File: config.mk
export PLATFORM = sky130hd
export DESIGN_NAME = aging_priority_task_picker_top
export DESIGN_NICKNAME = d
export VERILOG_FILES = /design/src/hdl/apt_pkg.sv /design/src/hdl/apt_age_queue.sv /design/src/hdl/apt_weight_unit.sv /design/src/hdl/aging_priority_task_picker_top.sv
export SDC_FILE = /design/constraint.sdc
export NUM_CORES = 2
export LEC_CHECK = 0
export ABC_AREA = 0
export BUFFER_PORTS_ARGS = -buffer_cell sky130_fd_sc_hd__buf_4
export CAP_MARGIN = 20
export CORE_UTILIZATION = 55
export CTS_BUF_LIST = sky130_fd_sc_hd__clkbuf_2
export DETAILED_ROUTE_END_ITERATION = 8
export PLACE_DENSITY = 0.71
export SYNTH_ARGS = -nofsm -noshare
export SYNTH_HDL_FRONTEND = slang
export SYNTH_SLANG_ARGS = --single-unit
File: constraint.sdc
create_clock -name clk -period 7.2 [get_ports clk]
set_clock_uncertainty 0.2 [all_clocks]
set_input_delay 0.36 -clock clk [delete_from_list [all_inputs] [get_ports clk]]
set_output_delay 0.36 -clock clk [all_outputs]
set_load 0.005 [all_outputs]
File: src/hdl/apt_pkg.sv
// ----------------------------------------------------------------------------
// apt_pkg: shared types and constants for the aging priority task picker
// Slot, count and weight widths, op codes, sequencer states and the
// structs that pass between the sequencer, the age queue and the weight unit.
// ----------------------------------------------------------------------------
package apt_pkg;

  localparam int SLOTS        = 16;
  localparam int SLOT_W       = $clog2(SLOTS);
  localparam int CNT_W        = SLOT_W + 1;
  localparam int HARTS        = 2;
  localparam int HART_W       = 1;
  localparam int PRIO_W       = 4;
  localparam int TPS_W        = 24;
  localparam int TIME_W       = 32;
  localparam int OP_W         = 2;
  localparam int WEIGHT_SHIFT = 6;
  localparam int PROD_W       = PRIO_W + TPS_W;
  localparam int SCALED_W     = PROD_W - WEIGHT_SHIFT;

  localparam logic [TPS_W-1:0] TPS_RESET = 24'd10000000;

  typedef enum logic [OP_W-1:0] {
    OP_INSERT = 2'd0,
    OP_REMOVE = 2'd1,
    OP_PICK   = 2'd2,
    OP_NOP    = 2'd3
  } apt_op_t;

  typedef enum logic [1:0] {
    S_IDLE,
    S_SCAN,
    S_DRAIN,
    S_UPDATE
  } apt_state_t;

  // One age-queue entry handed to the weight unit
  typedef struct packed {
    logic              valid;
    logic [SLOT_W-1:0] pos;
    logic [SLOT_W-1:0] slot;
    logic              eligible;
    logic              match;
  } apt_issue_t;

  // Running result of a scan
  typedef struct packed {
    logic              hit;
    logic [TIME_W-1:0] best_w;
    logic [SLOT_W-1:0] best_pos;
    logic [SLOT_W-1:0] best_slot;
    logic              match_hit;
    logic [SLOT_W-1:0] match_pos;
  } apt_scan_res_t;

  // Age queue update for one cycle
  typedef struct packed {
    logic              drop_en;
    logic [SLOT_W-1:0] drop_pos;
    logic              push_en;
    logic [SLOT_W-1:0] push_slot;
  } apt_q_ctrl_t;

endpackage

File: src/hdl/apt_age_queue.sv
// ----------------------------------------------------------------------------
// apt_age_queue: insertion-age order of ready slots
// Position 0 holds the oldest slot. A drop closes the gap, a push appends
// the newest slot; both may happen in the same cycle.
// ----------------------------------------------------------------------------
module apt_age_queue (
  input  logic                       clk,
  input  logic                       rst_n,
  input  apt_pkg::apt_q_ctrl_t       ctrl,
  input  logic [apt_pkg::SLOT_W-1:0] rd_idx,
  output logic [apt_pkg::SLOT_W-1:0] rd_slot,
  output logic [apt_pkg::CNT_W-1:0]  count
);

  logic [apt_pkg::SLOT_W-1:0] q_r   [apt_pkg::SLOTS];
  logic [apt_pkg::SLOT_W-1:0] q_nxt [apt_pkg::SLOTS];
  logic [apt_pkg::CNT_W-1:0]  cnt_r;
  logic [apt_pkg::CNT_W-1:0]  cnt_nxt;
  logic [apt_pkg::CNT_W-1:0]  cnt_drop;

  assign rd_slot = q_r[rd_idx];
  assign count   = cnt_r;

  // Close the gap at the dropped position, then append the pushed slot
  always_comb begin
    q_nxt    = q_r;
    cnt_drop = cnt_r;
    if (ctrl.drop_en && ({1'b0, ctrl.drop_pos} < cnt_r)) begin
      for (int k = 0; k < apt_pkg::SLOTS - 1; k++) begin
        if (apt_pkg::SLOT_W'(k) >= ctrl.drop_pos) begin
          q_nxt[k] = q_r[k+1];
        end
      end
      cnt_drop = cnt_r - 1'b1;
    end
    cnt_nxt = cnt_drop;
    if (ctrl.push_en && (cnt_drop < apt_pkg::CNT_W'(apt_pkg::SLOTS))) begin
      q_nxt[cnt_drop[apt_pkg::SLOT_W-1:0]] = ctrl.push_slot;
      cnt_nxt = cnt_drop + 1'b1;
    end
  end

  // Fill count
  always_ff @(posedge clk) begin
    if (!rst_n) begin
      cnt_r <= '0;
    end else begin
      cnt_r <= cnt_nxt;
    end
  end

  // Queue entries
  always_ff @(posedge clk) begin
    q_r <= q_nxt;
  end

endmodule

File: src/hdl/apt_weight_unit.sv
// ----------------------------------------------------------------------------
// apt_weight_unit: shared weight and compare unit
// Stage one scales the priority and takes the age of the stamp; stage two
// forms the weight and keeps the best entry and the slot match of a scan.
// ----------------------------------------------------------------------------
module apt_weight_unit (
  input  logic                       clk,
  input  logic                       rst_n,
  input  logic                       clear,
  input  apt_pkg::apt_issue_t        issue,
  input  logic [apt_pkg::PRIO_W-1:0] prio,
  input  logic [apt_pkg::TIME_W-1:0] stamp,
  input  logic [apt_pkg::TPS_W-1:0]  tps,
  input  logic [apt_pkg::TIME_W-1:0] now,
  output apt_pkg::apt_scan_res_t     res
);

  logic [apt_pkg::PROD_W-1:0]   prod;
  logic                         s1_valid_r;
  logic [apt_pkg::SLOT_W-1:0]   s1_pos_r;
  logic [apt_pkg::SLOT_W-1:0]   s1_slot_r;
  logic                         s1_elig_r;
  logic                         s1_match_r;
  logic [apt_pkg::SCALED_W-1:0] s1_scaled_r;
  logic [apt_pkg::TIME_W-1:0]   s1_diff_r;
  logic [apt_pkg::TIME_W-1:0]   weight;
  logic                         take_best;
  logic                         hit_r;
  logic                         match_hit_r;
  logic [apt_pkg::TIME_W-1:0]   best_w_r;
  logic [apt_pkg::SLOT_W-1:0]   best_pos_r;
  logic [apt_pkg::SLOT_W-1:0]   best_slot_r;
  logic [apt_pkg::SLOT_W-1:0]   match_pos_r;

  assign prod = apt_pkg::PROD_W'(prio) * apt_pkg::PROD_W'(tps);

  // Stage one valid
  always_ff @(posedge clk) begin
    if (!rst_n) begin
      s1_valid_r <= 1'b0;
    end else begin
      s1_valid_r <= issue.valid;
    end
  end

  // Stage one payload: scaled priority and stamp age
  always_ff @(posedge clk) begin
    s1_pos_r    <= issue.pos;
    s1_slot_r   <= issue.slot;
    s1_elig_r   <= issue.eligible;
    s1_match_r  <= issue.match;
    s1_scaled_r <= prod[apt_pkg::PROD_W-1:apt_pkg::WEIGHT_SHIFT];
    s1_diff_r   <= now - stamp;
  end

  assign weight    = apt_pkg::TIME_W'(s1_scaled_r) + s1_diff_r;
  assign take_best = s1_valid_r && s1_elig_r && (weight > best_w_r);

  // Stage two: keep the strictly larger weight, so the older entry wins a tie
  always_ff @(posedge clk) begin
    if (!rst_n) begin
      hit_r       <= 1'b0;
      match_hit_r <= 1'b0;
      best_w_r    <= '0;
    end else if (clear) begin
      hit_r       <= 1'b0;
      match_hit_r <= 1'b0;
      best_w_r    <= '0;
    end else if (s1_valid_r) begin
      if (take_best) begin
        hit_r    <= 1'b1;
        best_w_r <= weight;
      end
      if (s1_match_r) begin
        match_hit_r <= 1'b1;
      end
    end
  end

  // Positions of the best entry and of the matching slot
  always_ff @(posedge clk) begin
    if (take_best) begin
      best_pos_r  <= s1_pos_r;
      best_slot_r <= s1_slot_r;
    end
    if (s1_valid_r && s1_match_r) begin
      match_pos_r <= s1_pos_r;
    end
  end

  // Collect the scan result
  always_comb begin
    res.hit       = hit_r;
    res.best_w    = best_w_r;
    res.best_pos  = best_pos_r;
    res.best_slot = best_slot_r;
    res.match_hit = match_hit_r;
    res.match_pos = match_pos_r;
  end

endmodule

File: src/hdl/aging_priority_task_picker_top.sv
// ----------------------------------------------------------------------------
// aging_priority_task_picker_top: ready set of task slots with aging pick
// Insert, remove and pick on up to sixteen task slots, with a weight of
// scaled priority plus waiting time and oldest-first tie breaking.
// ----------------------------------------------------------------------------
// Every op walks the age queue one entry per cycle through the single weight
// unit (a 4x24 multiply, then a 32-bit add and compare), then sees the end of
// the queue, drains that unit and updates the ready set. Insert and remove use
// the same walk to find the slot's age position. The input is ready only while
// no item is in work; a finished result sits in the output register and the
// next item's result waits for it to be taken. Nothing needs a clearing pass
// after reset, and ticks_per_second comes up at 10000000.
// ----------------------------------------------------------------------------
module aging_priority_task_picker_top (
  input  logic        clk,
  input  logic        rst_n,
  input  logic        cfg_wr_en,
  input  logic [23:0] cfg_wr_data,
  input  logic        in_valid,
  output logic        in_ready,
  input  logic [1:0]  in_op,
  input  logic [3:0]  in_slot,
  input  logic [3:0]  in_prio,
  input  logic [1:0]  in_eligible_harts,
  input  logic        in_hart,
  input  logic [31:0] in_time_now,
  output logic        out_valid,
  input  logic        out_ready,
  output logic        out_found,
  output logic [3:0]  out_winner,
  output logic [31:0] out_best_weight
);

  apt_pkg::apt_state_t          state_r;
  apt_pkg::apt_state_t          state_nxt;
  logic [apt_pkg::TPS_W-1:0]    tps_r;
  logic [apt_pkg::SLOTS-1:0]    ready_r;
  logic [apt_pkg::PRIO_W-1:0]   slot_prio_r  [apt_pkg::SLOTS];
  logic [1:0]                   slot_mask_r  [apt_pkg::SLOTS];
  logic [apt_pkg::TIME_W-1:0]   slot_stamp_r [apt_pkg::SLOTS];

  apt_pkg::apt_op_t             op_r;
  logic [apt_pkg::SLOT_W-1:0]   slot_r;
  logic [apt_pkg::PRIO_W-1:0]   prio_r;
  logic [1:0]                   mask_r;
  logic [apt_pkg::HART_W-1:0]   hart_r;
  logic [apt_pkg::TIME_W-1:0]   now_r;
  logic [apt_pkg::CNT_W-1:0]    idx_r;

  logic                         out_valid_r;
  logic                         out_found_r;
  logic [apt_pkg::SLOT_W-1:0]   out_winner_r;
  logic [apt_pkg::TIME_W-1:0]   out_weight_r;

  logic                         accept;
  logic                         scan_more;
  logic                         upd_go;
  logic                         slot_ready;
  logic [apt_pkg::SLOT_W-1:0]   rd_slot;
  logic [apt_pkg::CNT_W-1:0]    age_cnt;
  apt_pkg::apt_issue_t          issue;
  apt_pkg::apt_scan_res_t       res;
  apt_pkg::apt_q_ctrl_t         q_ctrl;

  assign accept     = in_valid && in_ready;
  assign scan_more  = (idx_r < age_cnt);
  assign slot_ready = ready_r[slot_r];

  // Configuration register
  always_ff @(posedge clk) begin
    if (!rst_n) begin
      tps_r <= apt_pkg::TPS_RESET;
    end else if (cfg_wr_en) begin
      tps_r <= cfg_wr_data;
    end
  end

  // Sequencer next state
  always_comb begin
    state_nxt = state_r;
    unique case (state_r)
      apt_pkg::S_IDLE:   if (in_valid) state_nxt = apt_pkg::S_SCAN;
      apt_pkg::S_SCAN:   if (!scan_more) state_nxt = apt_pkg::S_DRAIN;
      apt_pkg::S_DRAIN:  state_nxt = apt_pkg::S_UPDATE;
      apt_pkg::S_UPDATE: if (!out_valid_r || out_ready) state_nxt = apt_pkg::S_IDLE;
      default:           state_nxt = apt_pkg::S_IDLE;
    endcase
  end

  // Sequencer outputs
  always_comb begin
    in_ready = 1'b0;
    upd_go   = 1'b0;
    unique case (state_r)
      apt_pkg::S_IDLE:   in_ready = 1'b1;
      apt_pkg::S_SCAN:   ;
      apt_pkg::S_DRAIN:  ;
      apt_pkg::S_UPDATE: upd_go = !out_valid_r || out_ready;
      default:           ;
    endcase
  end

  always_ff @(posedge clk) begin
    if (!rst_n) begin
      state_r <= apt_pkg::S_IDLE;
    end else begin
      state_r <= state_nxt;
    end
  end

  // Latch the item and step the scan index
  always_ff @(posedge clk) begin
    if (accept) begin
      op_r   <= apt_pkg::apt_op_t'(in_op);
      slot_r <= in_slot;
      prio_r <= in_prio;
      mask_r <= in_eligible_harts;
      hart_r <= in_hart;
      now_r  <= in_time_now;
      idx_r  <= '0;
    end else if ((state_r == apt_pkg::S_SCAN) && scan_more) begin
      idx_r <= idx_r + 1'b1;
    end
  end

  // Feed one age-queue entry per cycle to the weight unit
  always_comb begin
    issue.valid    = (state_r == apt_pkg::S_SCAN) && scan_more;
    issue.pos      = idx_r[apt_pkg::SLOT_W-1:0];
    issue.slot     = rd_slot;
    issue.eligible = (op_r == apt_pkg::OP_PICK) && slot_mask_r[rd_slot][hart_r];
    issue.match    = (rd_slot == slot_r);
  end

  apt_age_queue u_queue (
    .clk     (clk),
    .rst_n   (rst_n),
    .ctrl    (q_ctrl),
    .rd_idx  (idx_r[apt_pkg::SLOT_W-1:0]),
    .rd_slot (rd_slot),
    .count   (age_cnt)
  );

  apt_weight_unit u_weight (
    .clk   (clk),
    .rst_n (rst_n),
    .clear (accept),
    .issue (issue),
    .prio  (slot_prio_r[rd_slot]),
    .stamp (slot_stamp_r[rd_slot]),
    .tps   (tps_r),
    .now   (now_r),
    .res   (res)
  );

  // Queue update for the finished op
  always_comb begin
    q_ctrl = '0;
    q_ctrl.push_slot = slot_r;
    if (upd_go) begin
      case (op_r)
        apt_pkg::OP_INSERT: begin
          q_ctrl.drop_en  = slot_ready && res.match_hit;
          q_ctrl.drop_pos = res.match_pos;
          q_ctrl.push_en  = 1'b1;
        end
        apt_pkg::OP_REMOVE: begin
          q_ctrl.drop_en  = slot_ready && res.match_hit;
          q_ctrl.drop_pos = res.match_pos;
        end
        apt_pkg::OP_PICK: begin
          q_ctrl.drop_en  = res.hit;
          q_ctrl.drop_pos = res.best_pos;
        end
        default: ;
      endcase
    end
  end

  // Ready bits
  always_ff @(posedge clk) begin
    if (!rst_n) begin
      ready_r <= '0;
    end else if (upd_go) begin
      case (op_r)
        apt_pkg::OP_INSERT: ready_r[slot_r] <= 1'b1;
        apt_pkg::OP_REMOVE: ready_r[slot_r] <= 1'b0;
        apt_pkg::OP_PICK:   if (res.hit) ready_r[res.best_slot] <= 1'b0;
        default:            ;
      endcase
    end
  end

  // Slot fields, written on insert
  always_ff @(posedge clk) begin
    if (upd_go && (op_r == apt_pkg::OP_INSERT)) begin
      slot_prio_r[slot_r]  <= prio_r;
      slot_mask_r[slot_r]  <= mask_r;
      slot_stamp_r[slot_r] <= now_r;
    end
  end

  // Result register: load on update, drop when taken
  always_ff @(posedge clk) begin
    if (!rst_n) begin
      out_valid_r <= 1'b0;
    end else if (upd_go) begin
      out_valid_r <= 1'b1;
    end else if (out_ready) begin
      out_valid_r <= 1'b0;
    end
  end

  always_ff @(posedge clk) begin
    if (upd_go) begin
      if ((op_r == apt_pkg::OP_PICK) && res.hit) begin
        out_found_r  <= 1'b1;
        out_winner_r <= res.best_slot;
        out_weight_r <= res.best_w;
      end else begin
        out_found_r  <= 1'b0;
        out_winner_r <= '0;
        out_weight_r <= '0;
      end
    end
  end

  assign out_valid       = out_valid_r;
  assign out_found       = out_found_r;
  assign out_winner      = out_winner_r;
  assign out_best_weight = out_weight_r;

`ifndef ASSERT_OFF
  a_cnt_matches_ready: assert property (@(posedge clk) disable iff (!rst_n)
    $countones(ready_r) == int'(age_cnt))
    else $error("age queue fill differs from ready bit count");

  a_cnt_in_range: assert property (@(posedge clk) disable iff (!rst_n)
    age_cnt <= apt_pkg::CNT_W'(apt_pkg::SLOTS))
    else $error("age queue overfilled");

  a_found_weight: assert property (@(posedge clk) disable iff (!rst_n)
    out_valid && out_found |-> out_best_weight != '0)
    else $error("pick returned a zero weight");

  a_none_zero: assert property (@(posedge clk) disable iff (!rst_n)
    out_valid && !out_found |-> (out_winner == '0) && (out_best_weight == '0))
    else $error("empty result carries data");

  a_busy_after_accept: assert property (@(posedge clk) disable iff (!rst_n)
    in_valid && in_ready |=> !in_ready)
    else $error("input ready right after accept");
`endif

endmodule

==> qor.yml <==
pwr:
  leakage_nw: 19.1
  combPwrFrac_pct: 50.0
  internal_power_mw: 11.7
  seqPwrFrac_pct: 32.6
  power_mw: 20.4
  pwr-share-clk_pct: 17.4
  peakVddDrop_mv: 0.294
  p_per_area_nw_per_um2: 413
  p_switching_mw: 8.71
  sw_frac_of_total_pct: 42.6
sta:
  tightest_slew_ns: 1.13
  holdWs_ns: 0.209
  relSlewSlack_pct: 24.6
  fin_crit_ns: 6.97
  max_freq_mhz: 143
  period_share_pct: 96.8
  hold_viol: 0
  setup_violations: 0
  finalSetupTns_ns: 0
  drv_slew: 0
cts:
  path_clk_slew_ns: 0.11
  htreeDepth: 4
  cts-root-buf: "clkbuf_2"
  numCtsBuffers: 221
  clock_tree.buffer_depth: 3
  cts.sinks: 918
  clock_latency_ns: 1.51
  cts_tree: "yes"
layout:
  final_common_cell: "edfxtp_1"
  fill_cells: 5831
  final_area_um2: 49400
  drive_gt1_share_pct: 17.1
  utilization_pct: 64.8
  fin_nets: 4429
  multi_input_area_um2: 15800
  area_growth_pct: 16.3
  final_cell_mix: "edfxtp_1 (706), nand2_1 (701), clkbuf_2 (322), nand3_1 (316), dlygate4sd3_1 (241)"
  regArea_um2: 25400
yosys:
  synth-main-ff-cell: "edfxtp_1"
  yosys.cell_types.count: 83
  synth_warnings: 0
  synth_edf_count: 706
  synthArstFlopShare_pct: 0
  synthCells: 3708
  yosysSeqAreaShare_pct: 59.9
  synth_area_um2: 42500
  syn-mean-instance-area_um2: 11.4
  ys_ff_latch: 918
  synth_fp_nets: 3963
die:
  die_h_um: 280
  initial_core_util_pct: 55.7
  die_area_um2: 78300
  die_w_um: 280
  core_area_um2: 76200
  rows: 101
  io_pins: 113
global_routing:
  grt_pass1_wl_mm: 164
  grt_usage_pct: 27.1
  antenna_found_initial: 4
  grt_overflow: 0
  grt_pass1_vias: 29700
  grt_max_degree: 133
route:
  wl_mm: 106
  ant_nets: 0
  drt_first_pass_iters: 6
  routed-via-count: 30500
  routedWlPerCell_um: 19.6
  drc: 0
  avgViaCountPerCell: 5.65
  drt-initial-drc-count: 2788
setup_path:
  slowest_stage: "mux4_2"
  worst-setup-path-type: "register to register"
  critPathRequiredTime_ns: 8.42
  setup.worst_path.end_class: "register"
  crit_fanout: 34
  crit_path_start_kind: "register"
  cp_common_cell: "a21o_1"
  cp_slowest_stage_delay_ns: 0.56
  cp.arrival_ns: 8.19
place:
  place_congestion: 0.893
  dpl_cell_area_um2: 44700
  io_buffers: 112
  dpl.hpwl_mm: 62.2
flow_run:
  cap_violations: 0
hold_path:
  hp-class: "register to register"
run_status:
  status: "finished clean"
==> power groups by stage <==
stage / Sequential [mW] / Combinational, mW / Clock (mW)
after floorplan: 6.60 / 7.15 / 0
after global placement: 6.76 / 9.69 / 0
after detailed placement: 6.76 / 9.81 / 0
after CTS: 6.64 / 9.97 / 3.65
after global routing: 6.69 / 11.3 / 3.92
final: 6.65 / 10.2 / 3.56
==> worst max-delay path: cells and delay by family, from the launching register on <==
| family | cells | cell delay, ns |
|---|---|---|
| AOI/OAI and AO/OA | 14 | 2.95 |
| adders and majority gates | 3 | 1.08 |
| buffers and inverters | 4 | 0.57 |
| DFF | 1 | 0.39 |
| muxes | 3 | 1.09 |
| and+or+nand+nor | 4 | 0.56 |
==> cell usage after synthesis (all sizes together), types with 3 or more instances <==
library cell | n | area share, %
a22o | 3 | 0.062
o2111ai | 3 | 0.062
nor4 | 5 | 0.074
o21a | 13 | 0.23
nand2 | 702 | 6.2
a31o | 33 | 0.68
mux2i | 58 | 1.4
o41ai | 3 | 0.080
and3 | 63 | 0.93
a21boi | 12 | 0.21
nand3b | 4 | 0.071
o211ai | 16 | 0.28
nor3 | 22 | 0.26
o21ai | 68 | 0.84
or3 | 11 | 0.16
a211oi | 13 | 0.24
nor3b | 3 | 0.053
nor2 | 222 | 2.0
ha | 136 | 4.0
and2 | 46 | 0.68
nand3 | 316 | 3.7
edfxtp | 706 | 50
a311oi | 75 | 1.5
xor2 | 20 | 0.41
a2111oi | 5 | 0.13
buf | 42 | 0.47
fa | 45 | 2.1
dfxtp | 212 | 10
a21o | 40 | 0.71
a21oi | 100 | 1.2
o21bai | 6 | 0.11
clkbuf | 147 | 1.3
mux4 | 21 | 1.1
a31oi | 45 | 0.66
inv | 186 | 1.6
xnor2 | 63 | 1.3
or2 | 7 | 0.10
a221oi | 3 | 0.062
mux2 | 111 | 3.0
nand4 | 20 | 0.29
nor2b | 31 | 0.46
nand2b | 32 | 0.47
o31ai | 4 | 0.083
==> metrics by stage <==
| step | setup slack (ns) | instances |
|---|---|---|
| after floorplan | 0.146 | 3708 |
| after global placement | 0.263 | 4737 |
| after detailed placement | 0.173 | 4737 |
| after CTS | 0.155 | 5398 |
| after global routing | -0.0245 | 5405 |
| final | 0.228 | 5408 |
==> flip-flops by register name (all words and copies together) (netlist names), 5 cells and up, named ones only <==
| signal | cells |
|---|---|
| u_weight.best_w_r | 32 |
| out_best_weight | 32 |
| now_r | 32 |
| slot_stamp_r | 512 |
| slot_mask_r | 32 |
| ready_r | 16 |
| slot_prio_r | 64 |
| u_queue.count | 5 |
| idx_r | 5 |
| u_queue.q_r | 60 |
| tps_r | 24 |
| u_weight.s1_scaled_r | 22 |
| u_weight.s1_diff_r | 32 |
==> kinds of logic (layout without fill, tap and decap cells) <==
logic type | Yosys count | after routing | synth area share, %
multiplexers | 190 | 190 | 5.43
AO/OA/AOI/OAI | 467 | 468 | 7.72
adder cells (fa/ha/maj) | 181 | 181 | 6.13
AND/OR/NAND/NOR | 1493 | 1493 | 15.6
flip-flops | 918 | 918 | 59.9
XOR/XNOR | 83 | 83 | 1.71
other | 0 | 7 | 0
buffers and inverters | 376 | 1038 | 3.43
==> layer usage <==
| metal | share of wire (%) | vias to the layer above | track usage, % |
|---|---|---|---|
| met3 | 8.0 | 198 | 5.32 |
| met1 | 42 | 14700 | 37.4 |
| met2 | 47 | 1259 | 42.9 |
| met4 | 2.6 | 2 | 9.65 |
| li1 | - | 14400 | - |
| met5 | 0.012 | - | 0 |
==> layout make-up <==
class                      count  share of cell area (%)
tap                         1030                    2.61
timing repair buffer         431                    7.98
inverter                     187                    1.45
sequential                   918                    51.5
multi-input combinational   2415                    32.0
antenna                        7                  0.0355
clock inverter                98                    1.17
clock buffer                 322                    3.26
==> final timing paths <==
kind / depth (start not counted) / slack, ns / startpoint / to
worst max-delay path: 28 / 0.23 / idx_r[2] / u_weight.s1_scaled_r[21]
worst min register to register: 0 / 0.21 / u_weight.s1_slot_r[3] / u_weight.best_slot_r[3]
worst max register to register: 28 / 0.23 / idx_r[2] / u_weight.s1_scaled_r[21]
worst min-delay path: 0 / 0.21 / u_weight.s1_slot_r[3] / u_weight.best_slot_r[3]
==> repair_timing <==
| item | 4_1_cts | 5_1_grt |
|---|---|---|
| buffers inserted | 0 | 1 |
| gates resized for setup | 0 | 10 |
| setup endpoints to repair | 0 | 4 |
| hold buffers | 241 | 0 |
| endpoints found under the hold margin | 318 | 0 |
Power figures use the tool's default switching activity.
